## src/rtl/pfv_pkg.sv

```systemverilog
`default_nettype none
// ----------------------------------------------------------------------------
// pfv_pkg
// Shared types, constants and helper functions of the pipe-separated
// payload validator: escape and UTF-8 decoder state, field codes, limits.
// ----------------------------------------------------------------------------
package pfv_pkg;

	// Default longest request id, in characters
	localparam int ID_MAX_LEN_DEF = 32;

	// Reset value of the payload length limit
	localparam logic [15:0] MAX_PAYLOAD_RST = 16'd4096;

	// Saturation points of the running counters
	localparam logic [16:0] BYTE_COUNT_MAX = 17'h1FFFF;
	localparam logic [15:0] FIELD_MAX      = 16'hFFFF;

	// Field codes
	localparam logic [15:0] FIELD_VERSION = 16'd0;
	localparam logic [15:0] FIELD_ID      = 16'd1;
	localparam logic [15:0] FIELD_CMD     = 16'd2;

	// Character codes
	localparam logic [7:0] SEP_CHAR     = 8'h7C;
	localparam logic [7:0] PCT_CHAR     = 8'h25;
	localparam logic [7:0] VERSION_CHAR = 8'h31;
	localparam logic [7:0] PRINT_LO     = 8'h20;
	localparam logic [7:0] PRINT_HI     = 8'h7E;
	localparam logic [7:0] DEL_CHAR     = 8'h7F;

	// UTF-8 lead byte ranges
	localparam logic [7:0] LEAD2_LO = 8'hC2;
	localparam logic [7:0] LEAD2_HI = 8'hDF;
	localparam logic [7:0] LEAD3_LO = 8'hE0;
	localparam logic [7:0] LEAD3_HI = 8'hEF;
	localparam logic [7:0] LEAD4_LO = 8'hF0;
	localparam logic [7:0] LEAD4_HI = 8'hF4;

	// Code point limits
	localparam logic [20:0] CP_MAX     = 21'h10FFFF;
	localparam logic [20:0] SURR_LO    = 21'h00D800;
	localparam logic [20:0] SURR_HI    = 21'h00DFFF;
	localparam logic [20:0] CP_MIN_2B  = 21'h000080;
	localparam logic [20:0] CP_MIN_3B  = 21'h000800;
	localparam logic [20:0] CP_MIN_4B  = 21'h010000;

	// Escape phase: none, after '%', after the first hex digit
	typedef enum logic [1:0] {
		ESC_NONE,
		ESC_HIGH,
		ESC_LOW
	} esc_phase_t;

	// Minimum code point class of an open multi-byte sequence
	typedef enum logic [1:0] {
		MIN_NONE,
		MIN_2B,
		MIN_3B,
		MIN_4B
	} min_class_t;

	// Decoder state for fields from 3 on
	typedef struct packed {
		esc_phase_t esc;
		logic [3:0] hi_nib;
		logic [1:0] cont_left;
		logic [20:0] code;
		min_class_t min_cls;
	} pfv_dec_t;

	localparam pfv_dec_t DEC_CLEAR = '{ESC_NONE, 4'd0, 2'd0, 21'd0, MIN_NONE};

	// Hex digit value; bit 4 set marks a non-hex character
	function automatic logic [4:0] hex_value(input logic [7:0] b);
		logic [4:0] v;
		if (b >= 8'h30 && b <= 8'h39) begin
			v = {1'b0, 4'(b - 8'h30)};
		end else if (b >= 8'h61 && b <= 8'h66) begin
			v = {1'b0, 4'(b - 8'h57)};
		end else if (b >= 8'h41 && b <= 8'h46) begin
			v = {1'b0, 4'(b - 8'h37)};
		end else begin
			v = 5'h10;
		end
		return v;
	endfunction

	// Letters, digits, '_' and '-'
	function automatic logic is_id_char(input logic [7:0] b);
		return (b >= 8'h61 && b <= 8'h7A) || (b >= 8'h41 && b <= 8'h5A) ||
			(b >= 8'h30 && b <= 8'h39) || b == 8'h5F || b == 8'h2D;
	endfunction

	// Smallest code point allowed for a sequence class
	function automatic logic [20:0] min_code(input min_class_t c);
		logic [20:0] m;
		unique case (c)
			MIN_2B: m = CP_MIN_2B;
			MIN_3B: m = CP_MIN_3B;
			default: m = CP_MIN_4B;
		endcase
		return m;
	endfunction

endpackage
`default_nettype wire

```

## src/rtl/pfv_stream_if.sv

```systemverilog
`default_nettype none
// ----------------------------------------------------------------------------
// pfv_stream_if
// Valid/ready channels of the validator: payload bytes in, results out.
// ----------------------------------------------------------------------------
interface pfv_byte_if;
	logic valid;
	logic ready;
	logic [7:0] data_byte;
	logic last_byte;

	modport source (output valid, output data_byte, output last_byte, input ready);
	modport sink (input valid, input data_byte, input last_byte, output ready);
endinterface

interface pfv_result_if;
	logic valid;
	logic ready;
	logic [7:0] echo_byte;
	logic [15:0] field_number;
	logic is_separator;
	logic payload_done;
	logic accepted;

	modport source (output valid, output echo_byte, output field_number,
		output is_separator, output payload_done, output accepted, input ready);
	modport sink (input valid, input echo_byte, input field_number,
		input is_separator, input payload_done, input accepted, output ready);
endinterface
`default_nettype wire

```

## src/rtl/pfv_decode.sv

```systemverilog
`default_nettype none
// ----------------------------------------------------------------------------
// pfv_decode
// Next-state logic for one byte of a percent-encoded field: %XX escape
// tracking, then UTF-8 sequence checking of the decoded byte.
// ----------------------------------------------------------------------------
module pfv_decode (
	input  wire logic [7:0]        data_byte,
	input  wire pfv_pkg::pfv_dec_t cur,
	output pfv_pkg::pfv_dec_t      nxt,
	output logic                   bad
);
	import pfv_pkg::*;

	logic [4:0]  hex;
	logic [7:0]  u;
	logic        u_en;
	logic [20:0] code_sh;

	assign hex     = hex_value(data_byte);
	assign code_sh = {cur.code[14:0], u[5:0]};

	always_comb begin
		nxt  = cur;
		bad  = 1'b0;
		u_en = 1'b0;
		u    = data_byte;

		// Track the escape; a completed escape yields the decoded byte
		unique case (cur.esc)
			ESC_NONE: begin
				if (data_byte == PCT_CHAR) begin
					nxt.esc = ESC_HIGH;
				end else begin
					u_en = 1'b1;
				end
			end
			ESC_HIGH: begin
				if (hex[4]) begin
					bad     = 1'b1;
					nxt.esc = ESC_NONE;
				end else begin
					nxt.hi_nib = hex[3:0];
					nxt.esc    = ESC_LOW;
				end
			end
			default: begin
				nxt.esc = ESC_NONE;
				if (hex[4]) begin
					bad = 1'b1;
				end else begin
					u    = {cur.hi_nib, hex[3:0]};
					u_en = 1'b1;
				end
			end
		endcase

		// Check the decoded byte against the open UTF-8 sequence
		if (u_en) begin
			if (cur.cont_left == 2'd0) begin
				priority if (!u[7]) begin
					if (u < PRINT_LO || u == DEL_CHAR) bad = 1'b1;
				end else if (u >= LEAD2_LO && u <= LEAD2_HI) begin
					nxt.cont_left = 2'd1;
					nxt.code      = {16'd0, u[4:0]};
					nxt.min_cls   = MIN_2B;
				end else if (u >= LEAD3_LO && u <= LEAD3_HI) begin
					nxt.cont_left = 2'd2;
					nxt.code      = {17'd0, u[3:0]};
					nxt.min_cls   = MIN_3B;
				end else if (u >= LEAD4_LO && u <= LEAD4_HI) begin
					nxt.cont_left = 2'd3;
					nxt.code      = {18'd0, u[2:0]};
					nxt.min_cls   = MIN_4B;
				end else begin
					bad = 1'b1;
				end
			end else if (u[7:6] != 2'b10) begin
				bad           = 1'b1;
				nxt.cont_left = 2'd0;
			end else begin
				nxt.code      = code_sh;
				nxt.cont_left = cur.cont_left - 2'd1;
				// Sequence complete: reject overlong, surrogate, out of range
				if (cur.cont_left == 2'd1) begin
					if (code_sh < min_code(cur.min_cls) || code_sh > CP_MAX ||
						(code_sh >= SURR_LO && code_sh <= SURR_HI)) begin
						bad = 1'b1;
					end
				end
			end
		end
	end

endmodule
`default_nettype wire

```

## src/rtl/pfv_tracker.sv

```systemverilog
`default_nettype none
// ----------------------------------------------------------------------------
// pfv_tracker
// Running payload state: byte count, field index, position in field,
// per-field rules and the verdict on the last byte.
// ----------------------------------------------------------------------------
module pfv_tracker #(
	parameter int ID_MAX_LEN = pfv_pkg::ID_MAX_LEN_DEF
) (
	input  wire logic        clk,
	input  wire logic        arst_n,
	input  wire logic        step,
	input  wire logic [7:0]  data_byte,
	input  wire logic        last_byte,
	input  wire logic [15:0] max_payload,
	output logic [15:0]      field_cur,
	output logic             sep,
	output logic             ok
);
	import pfv_pkg::*;

	localparam int PosW = $clog2(ID_MAX_LEN + 2);
	localparam logic [PosW-1:0] PosSat = PosW'(ID_MAX_LEN + 1);
	localparam logic [PosW-1:0] PosMax = PosW'(ID_MAX_LEN);

	logic [16:0]     byte_count_q, bc_n;
	logic [15:0]     field_q, field_m;
	logic [PosW-1:0] pos_q, pos_m;
	logic            rej_q, rej_a, rej_m;
	logic            ver_q, ver_m;
	pfv_dec_t        dec_q, dec_m, dec_nxt;
	logic            dec_bad;

	// Rejection at the end of a field
	function automatic logic end_bad(input logic [15:0] f, input logic [PosW-1:0] p,
		input logic v, input pfv_dec_t d);
		logic r;
		priority if (f == FIELD_VERSION) begin
			r = !v;
		end else if (f == FIELD_ID) begin
			r = (p == '0) || (p > PosMax);
		end else if (f == FIELD_CMD) begin
			r = (p == '0);
		end else begin
			r = (d.esc != ESC_NONE) || (d.cont_left != 2'd0);
		end
		return r;
	endfunction

	pfv_decode u_dec (
		.data_byte (data_byte),
		.cur       (dec_q),
		.nxt       (dec_nxt),
		.bad       (dec_bad)
	);

	assign sep       = (data_byte == SEP_CHAR);
	assign field_cur = field_q;
	assign bc_n      = (byte_count_q != BYTE_COUNT_MAX) ? byte_count_q + 17'd1 : byte_count_q;
	assign rej_a     = rej_q || (bc_n > {1'b0, max_payload}) ||
		(data_byte < PRINT_LO) || (data_byte > PRINT_HI);

	// Apply the byte: close a field on a separator, otherwise check it
	always_comb begin
		field_m = field_q;
		pos_m   = pos_q;
		ver_m   = ver_q;
		dec_m   = dec_q;
		rej_m   = rej_a;
		if (sep) begin
			rej_m   = rej_a || end_bad(field_q, pos_q, ver_q, dec_q);
			pos_m   = '0;
			dec_m   = DEC_CLEAR;
			field_m = (field_q != FIELD_MAX) ? field_q + 16'd1 : field_q;
		end else begin
			priority if (field_q == FIELD_VERSION) begin
				ver_m = (pos_q == '0) && (data_byte == VERSION_CHAR);
			end else if (field_q == FIELD_ID) begin
				if (!is_id_char(data_byte)) rej_m = 1'b1;
			end else if (field_q == FIELD_CMD) begin
				if (data_byte < 8'h41 || data_byte > 8'h5A) rej_m = 1'b1;
			end else begin
				dec_m = dec_nxt;
				if (dec_bad) rej_m = 1'b1;
			end
			if (pos_q < PosSat) pos_m = pos_q + PosW'(1);
		end
	end

	// Verdict: close the final field and require three fields
	assign ok = last_byte && !(rej_m || end_bad(field_m, pos_m, ver_m, dec_m) ||
		field_m < FIELD_CMD);

	// Advance the state on each transfer; clear it after the last byte
	always_ff @(posedge clk or negedge arst_n) begin
		if (!arst_n) begin
			byte_count_q <= '0;
			field_q      <= '0;
			pos_q        <= '0;
			rej_q        <= 1'b0;
			ver_q        <= 1'b0;
			dec_q        <= DEC_CLEAR;
		end else if (step) begin
			if (last_byte) begin
				byte_count_q <= '0;
				field_q      <= '0;
				pos_q        <= '0;
				rej_q        <= 1'b0;
				ver_q        <= 1'b0;
				dec_q        <= DEC_CLEAR;
			end else begin
				byte_count_q <= bc_n;
				field_q      <= field_m;
				pos_q        <= pos_m;
				rej_q        <= rej_m;
				ver_q        <= ver_m;
				dec_q        <= dec_m;
			end
		end
	end

endmodule
`default_nettype wire

```

## src/rtl/percent_field_payload_validator_core.sv

```systemverilog
`default_nettype none
// ----------------------------------------------------------------------------
// percent_field_payload_validator_core
// Checks a pipe-separated payload byte by byte: version, request id,
// command, percent-encoded UTF-8 fields, length and character range.
// ----------------------------------------------------------------------------
//  channel     dir  handshake    payload
//  cfg         in   cfg_we       cfg_data = max_payload_bytes (16 bit)
//  byte_ch     in   valid/ready  data_byte, last_byte
//  result_ch   out  valid/ready  echo_byte, field_number, is_separator,
//                                payload_done, accepted
//
//  One byte per cycle sustained while the result channel does not stall; one result per
//  byte, registered through the input register, then the result register.
//  The state update for a byte is one pass of logic between the two registers.
//  byte_ch.ready drops only while both registers are full and the result stalls.
//  Reset clears the payload state and sets the length limit to 4096.
// ----------------------------------------------------------------------------
module percent_field_payload_validator_core #(
	parameter int ID_MAX_LEN = pfv_pkg::ID_MAX_LEN_DEF
) (
	input  wire logic        clk,
	input  wire logic        arst_n,
	input  wire logic        cfg_we,
	input  wire logic [15:0] cfg_data,
	pfv_byte_if.sink         byte_ch,
	pfv_result_if.source     result_ch
);
	import pfv_pkg::*;

	logic [15:0] max_q;
	logic        valid_s1;
	logic [7:0]  byte_s1;
	logic        last_s1;
	logic        valid_s2;
	logic [7:0]  echo_s2;
	logic [15:0] field_s2;
	logic        sep_s2;
	logic        done_s2;
	logic        acc_s2;
	logic        advance;
	logic [15:0] field_cur;
	logic        sep;
	logic        ok;

	// Move the held byte into the result register when it is free
	assign advance       = valid_s1 && (!valid_s2 || result_ch.ready);
	assign byte_ch.ready = !valid_s1 || advance;

	// Hold the length limit
	always_ff @(posedge clk or negedge arst_n) begin
		if (!arst_n) begin
			max_q <= MAX_PAYLOAD_RST;
		end else if (cfg_we) begin
			max_q <= cfg_data;
		end
	end

	// Input register
	always_ff @(posedge clk or negedge arst_n) begin
		if (!arst_n) begin
			valid_s1 <= 1'b0;
		end else if (byte_ch.ready) begin
			valid_s1 <= byte_ch.valid;
		end
	end

	always_ff @(posedge clk) begin
		if (byte_ch.valid && byte_ch.ready) begin
			byte_s1 <= byte_ch.data_byte;
			last_s1 <= byte_ch.last_byte;
		end
	end

	pfv_tracker #(
		.ID_MAX_LEN (ID_MAX_LEN)
	) u_tracker (
		.clk         (clk),
		.arst_n      (arst_n),
		.step        (advance),
		.data_byte   (byte_s1),
		.last_byte   (last_s1),
		.max_payload (max_q),
		.field_cur   (field_cur),
		.sep         (sep),
		.ok          (ok)
	);

	// Result register
	always_ff @(posedge clk or negedge arst_n) begin
		if (!arst_n) begin
			valid_s2 <= 1'b0;
		end else if (advance) begin
			valid_s2 <= 1'b1;
		end else if (result_ch.ready) begin
			valid_s2 <= 1'b0;
		end
	end

	always_ff @(posedge clk) begin
		if (advance) begin
			echo_s2  <= byte_s1;
			field_s2 <= field_cur;
			sep_s2   <= sep;
			done_s2  <= last_s1;
			acc_s2   <= ok;
		end
	end

	assign result_ch.valid        = valid_s2;
	assign result_ch.echo_byte    = echo_s2;
	assign result_ch.field_number = field_s2;
	assign result_ch.is_separator = sep_s2;
	assign result_ch.payload_done = done_s2;
	assign result_ch.accepted     = acc_s2;

endmodule
`default_nettype wire

```

## src/flat_wrapper.sv

```systemverilog
// flat-port wrapper written by rule: the top's interface ports become plain ports
module percent_field_payload_validator_core_flat import pfv_pkg::*;
#(
	parameter int ID_MAX_LEN = pfv_pkg::ID_MAX_LEN_DEF
)
  (clk, arst_n, cfg_we, cfg_data, byte_ch_valid, byte_ch_data_byte, byte_ch_last_byte, byte_ch_ready, result_ch_valid, result_ch_echo_byte, result_ch_field_number, result_ch_is_separator, result_ch_payload_done, result_ch_accepted, result_ch_ready);
  pfv_byte_if byte_ch_i ();
  pfv_result_if result_ch_i ();
  input  wire logic clk;
  input  wire logic arst_n;
  input  wire logic cfg_we;
  input  wire logic [15:0] cfg_data;
  input wire logic [$bits(byte_ch_i.valid)-1:0] byte_ch_valid;
  input wire logic [$bits(byte_ch_i.data_byte)-1:0] byte_ch_data_byte;
  input wire logic [$bits(byte_ch_i.last_byte)-1:0] byte_ch_last_byte;
  output wire logic [$bits(byte_ch_i.ready)-1:0] byte_ch_ready;
  output wire logic [$bits(result_ch_i.valid)-1:0] result_ch_valid;
  output wire logic [$bits(result_ch_i.echo_byte)-1:0] result_ch_echo_byte;
  output wire logic [$bits(result_ch_i.field_number)-1:0] result_ch_field_number;
  output wire logic [$bits(result_ch_i.is_separator)-1:0] result_ch_is_separator;
  output wire logic [$bits(result_ch_i.payload_done)-1:0] result_ch_payload_done;
  output wire logic [$bits(result_ch_i.accepted)-1:0] result_ch_accepted;
  input wire logic [$bits(result_ch_i.ready)-1:0] result_ch_ready;
  assign byte_ch_i.valid = byte_ch_valid;
  assign byte_ch_i.data_byte = byte_ch_data_byte;
  assign byte_ch_i.last_byte = byte_ch_last_byte;
  assign byte_ch_ready = byte_ch_i.ready;
  assign result_ch_valid = result_ch_i.valid;
  assign result_ch_echo_byte = result_ch_i.echo_byte;
  assign result_ch_field_number = result_ch_i.field_number;
  assign result_ch_is_separator = result_ch_i.is_separator;
  assign result_ch_payload_done = result_ch_i.payload_done;
  assign result_ch_accepted = result_ch_i.accepted;
  assign result_ch_i.ready = result_ch_ready;
  percent_field_payload_validator_core #(.ID_MAX_LEN(ID_MAX_LEN)) u_core (.clk(clk), .arst_n(arst_n), .cfg_we(cfg_we), .cfg_data(cfg_data), .byte_ch(byte_ch_i), .result_ch(result_ch_i));
endmodule
```

## config.mk

```make
export PLATFORM = sky130hd
export DESIGN_NAME = percent_field_payload_validator_core_flat
export DESIGN_NICKNAME = d
export VERILOG_FILES = /design/src/rtl/pfv_pkg.sv /design/src/rtl/pfv_stream_if.sv /design/src/rtl/pfv_decode.sv /design/src/rtl/pfv_tracker.sv /design/src/rtl/percent_field_payload_validator_core.sv /design/src/flat_wrapper.sv
export SDC_FILE = /design/constraint.sdc
export NUM_CORES = 1
export LEC_CHECK = 0
export BUFFER_PORTS_ARGS = -buffer_cell sky130_fd_sc_hd__buf_2
export CORE_ASPECT_RATIO = 1.25
export CORE_MARGIN = 2
export CORE_UTILIZATION = 35
export CTS_CLUSTER_DIAMETER = 50
export CTS_CLUSTER_SIZE = 10
export DETAILED_ROUTE_END_ITERATION = 7
export PLACE_DENSITY = 0.62
export SLEW_MARGIN = 20
export SYNTH_ARGS = -nofsm -noshare
export SYNTH_HDL_FRONTEND = slang
export SYNTH_SLANG_ARGS = --single-unit
```

## constraint.sdc

```tcl
create_clock -name clk -period 10.6 [get_ports clk]
set_input_delay 2.12 -clock clk [delete_from_list [all_inputs] [get_ports clk]]
set_output_delay 2.12 -clock clk [all_outputs]
set_load 0.01 [all_outputs]
```

==> results.yml <==
global_routing:
  grt_max_degree: 46
  grt_pass1_wl_microns: 28500
  grt_pass1_vias: 5687
  track_usage_pct: 16.3
  grt-ovfl-total: 0
  antenna_found_initial: 0
sta:
  setup_violations: 0
  rsz0062_at_grt: "false"
  maxSlewHeadroom_pct: 55.8
  fin_setup_tns_ns: 0
  fin_crit_sh_pct: 44.1
  worst_pin_slew_ns: 0.646
  finalHoldViolCount: 0
  slew_violations: 0
  max_clock_freq_mhz: 214
  skew_ns: 0.00909
  fin_ws_ns: 5.93
  timing.hold.ws_ns: 0.488
  period_minus_slack_ns: 4.67
detailed_routing:
  drtIter0Drc: 521
  wl_per_cell_microns: 15.6
  routed_wirelength_microns: 17000
  viasPerCell: 5.31
  postRouteAntennaNets: 0
  route.detailed.drc: 0
  firstDrtPassIters: 6
  via_count: 5782
cells_and_area:
  post-route-util_pct: 40.8
  multi_input_area_sq_mm: 0.00358
  diodes: 0
  n_fill_cell: 2059
  nets: 869
  fin_cells: 1089
  synthToLayoutAreaGrowth_pct: 14.6
  drive_gt1_share_pct: 15.5
  seqCellArea_sq_mm: 0.00318
critical_path:
  cp.required_ns: 8.48
  critPathArrivalTime_ns: 2.55
  critPathMaxFanout: 3
  path_class: "in -> out"
  start_kind: "input port"
  cp-end-kind: "output pin"
run_status:
  outcome: "complete, no violations"
place:
  dp_worst_setup_slack_ns: 5.92
  numPortBuffers: 58
  dp_hpwl_microns: 11800
  placedCellCount: 1057
  gp_congestion: 0.883
clock_network:
  numCtsBuffers: 17
  ctsHoldBuffers: 0
  cts_setup_buffers: 0
  clkTransAtPathRegs_ns: 0.05
  worstSkewPairLatency_ns: 0.43
  cts.sinks: 120
  cts_root_buffer: "clkbuf_16"
  h-tree-depth: 4
  ctsLongestPathBuffers: 2
  cts_tree: "yes"
  cts_resized: 0
die:
  die_w_microns: 132
  core_sq_mm: 0.0202
  ioPinCount: 59
  rows: 58
  die_y_microns: 164
  die_area_sq_mm: 0.0217
  start_util_pct: 35.6
synthesis:
  synthArstFlopShare_pct: 70.0
  yosys_most_used_dff: "dfrtp_1"
  yosys-top-cells-area: "dfrtp_1 29%, edfxtp_1 15%, ha_1 5.7%, o21ai_0 5.1%, nand2_1 4.5%"
  synth_top_area_cell: "dfrtp_1"
  syn_area_sq_mm: 0.00719
  synth_nets: 830
  syn_avg_cell_area_sq_um: 9.37
  synth_cell_types: 87
  synth_top_cell_area_share_pct: 28.9
  seq_area_frac_synth_pct: 44.3
  ys_seq_elements: 120
  syn_inst: 767
  synth_edf_count: 36
  yosysWarnings: 0
min_path:
  hold_class: "reg -> reg"
pwr:
  ir_drop_v: 0.0000798
  p_leak_nw: 3.47
  powerDensity_mw_per_mm2: 154
run:
  cap_violations: 0
[registers in the layout, summed over array words and instances (netlist names), 6 cells and up]
register / flops
u_core.result_ch.echo_byte: 8
u_core.result_ch.field_number: 16
u_core.u_tracker.pos_q: 6
u_core.u_tracker.byte_count_q: 17
u_core.u_tracker.field_cur: 16
u_core.u_tracker.dec_q: 25
u_core.byte_s1: 8
u_core.max_q: 16
[cell usage after synthesis (16+ instances only)]
cell type  count
nand2_1       86
a31oi_1       16
nand3_1       27
ha_1          33
buf_2         16
nor2_1        51
inv_1         54
edfxtp_1      36
dfrtp_1       83
xnor2_1       16
a21oi_1       31
o21ai_0       73
clkbuf_1      21
[metal layers]
layer / vias up / part of all wire, % / track usage [%]
met4: 0 / 2.0 / 6.70
met2: 134 / 48 / 27.2
li1: 2862 / - / -
met3: 22 / 4.0 / 3.15
met1: 2764 / 46 / 21.0
met5: - / 0 / 0
[per-stage QoR]
stage,cell area [sq um],power [mW]
final,8240,1.27
after global routing,8240,1.33
after CTS,8240,1.28
after detailed placement,7640,0.688
after global placement,7640,0.687
after floorplan,7190,0.634
[report_power, final]
part	leakage (nW)	internal, mW	switching [mW]
combinational	1.69	0.0589	0.101
clock	0.295	0.369	0.221
sequential	1.48	0.502	0.0174
total	3.47	0.931	0.340
[placed cells by master (no fill, tap or decap), types with 27 or more instances in the layout]
master    count
inv_1        54
buf_2        57
edfxtp_1     36
a21oi_1      31
nor2_1       51
dfrtp_1      83
o21ai_0      73
ha_1         33
nand2_1      86
nand3_1      27
[final timing paths]
path,cells after the start,end,startpoint,slack [ns]
worst max-delay path,3,byte_ch_ready,result_ch_ready,5.93
worst min-delay path,1,u_core.result_ch.valid,u_core.valid_s1,0.49
worst max register to register,16,u_core.result_ch.accepted,u_core.u_tracker.byte_count_q[0],6.12
worst min register to register,1,u_core.result_ch.valid,u_core.valid_s1,0.49
max in group asynchronous,2,u_core.u_tracker.dec_q[12],arst_n,7.95
min in group asynchronous,1,u_core.u_tracker.field_cur[8],arst_n,1.67
[cell families (layout without fill, tap and decap cells)]
family | count (synthesis) | after routing | synth area share (%)
muxes | 22 | 22 | 3.31
and+or+nand+nor | 265 | 265 | 18.8
AOI/OAI and AO/OA | 204 | 204 | 18.9
buffers and inverters | 98 | 150 | 5.93
adders and majority gates | 33 | 33 | 5.74
xor gates and xnor gates | 25 | 25 | 3.05
DFF | 120 | 120 | 44.3
[final cells by class]
class	count	share of cell area [%]
clock buffer	17	5.16
clock inverter	15	2.16
inverter	55	2.51
multi-input combinational	549	43.4
sequential	120	38.6
tap	270	4.10
timing repair buffer	63	4.01
[critical path, cell delays in order]
cell	delay, ns
buf_2	0.10
nand3b_1	0.17
buf_2	0.16
Note: power is estimated with default switching activity, not from simulation.
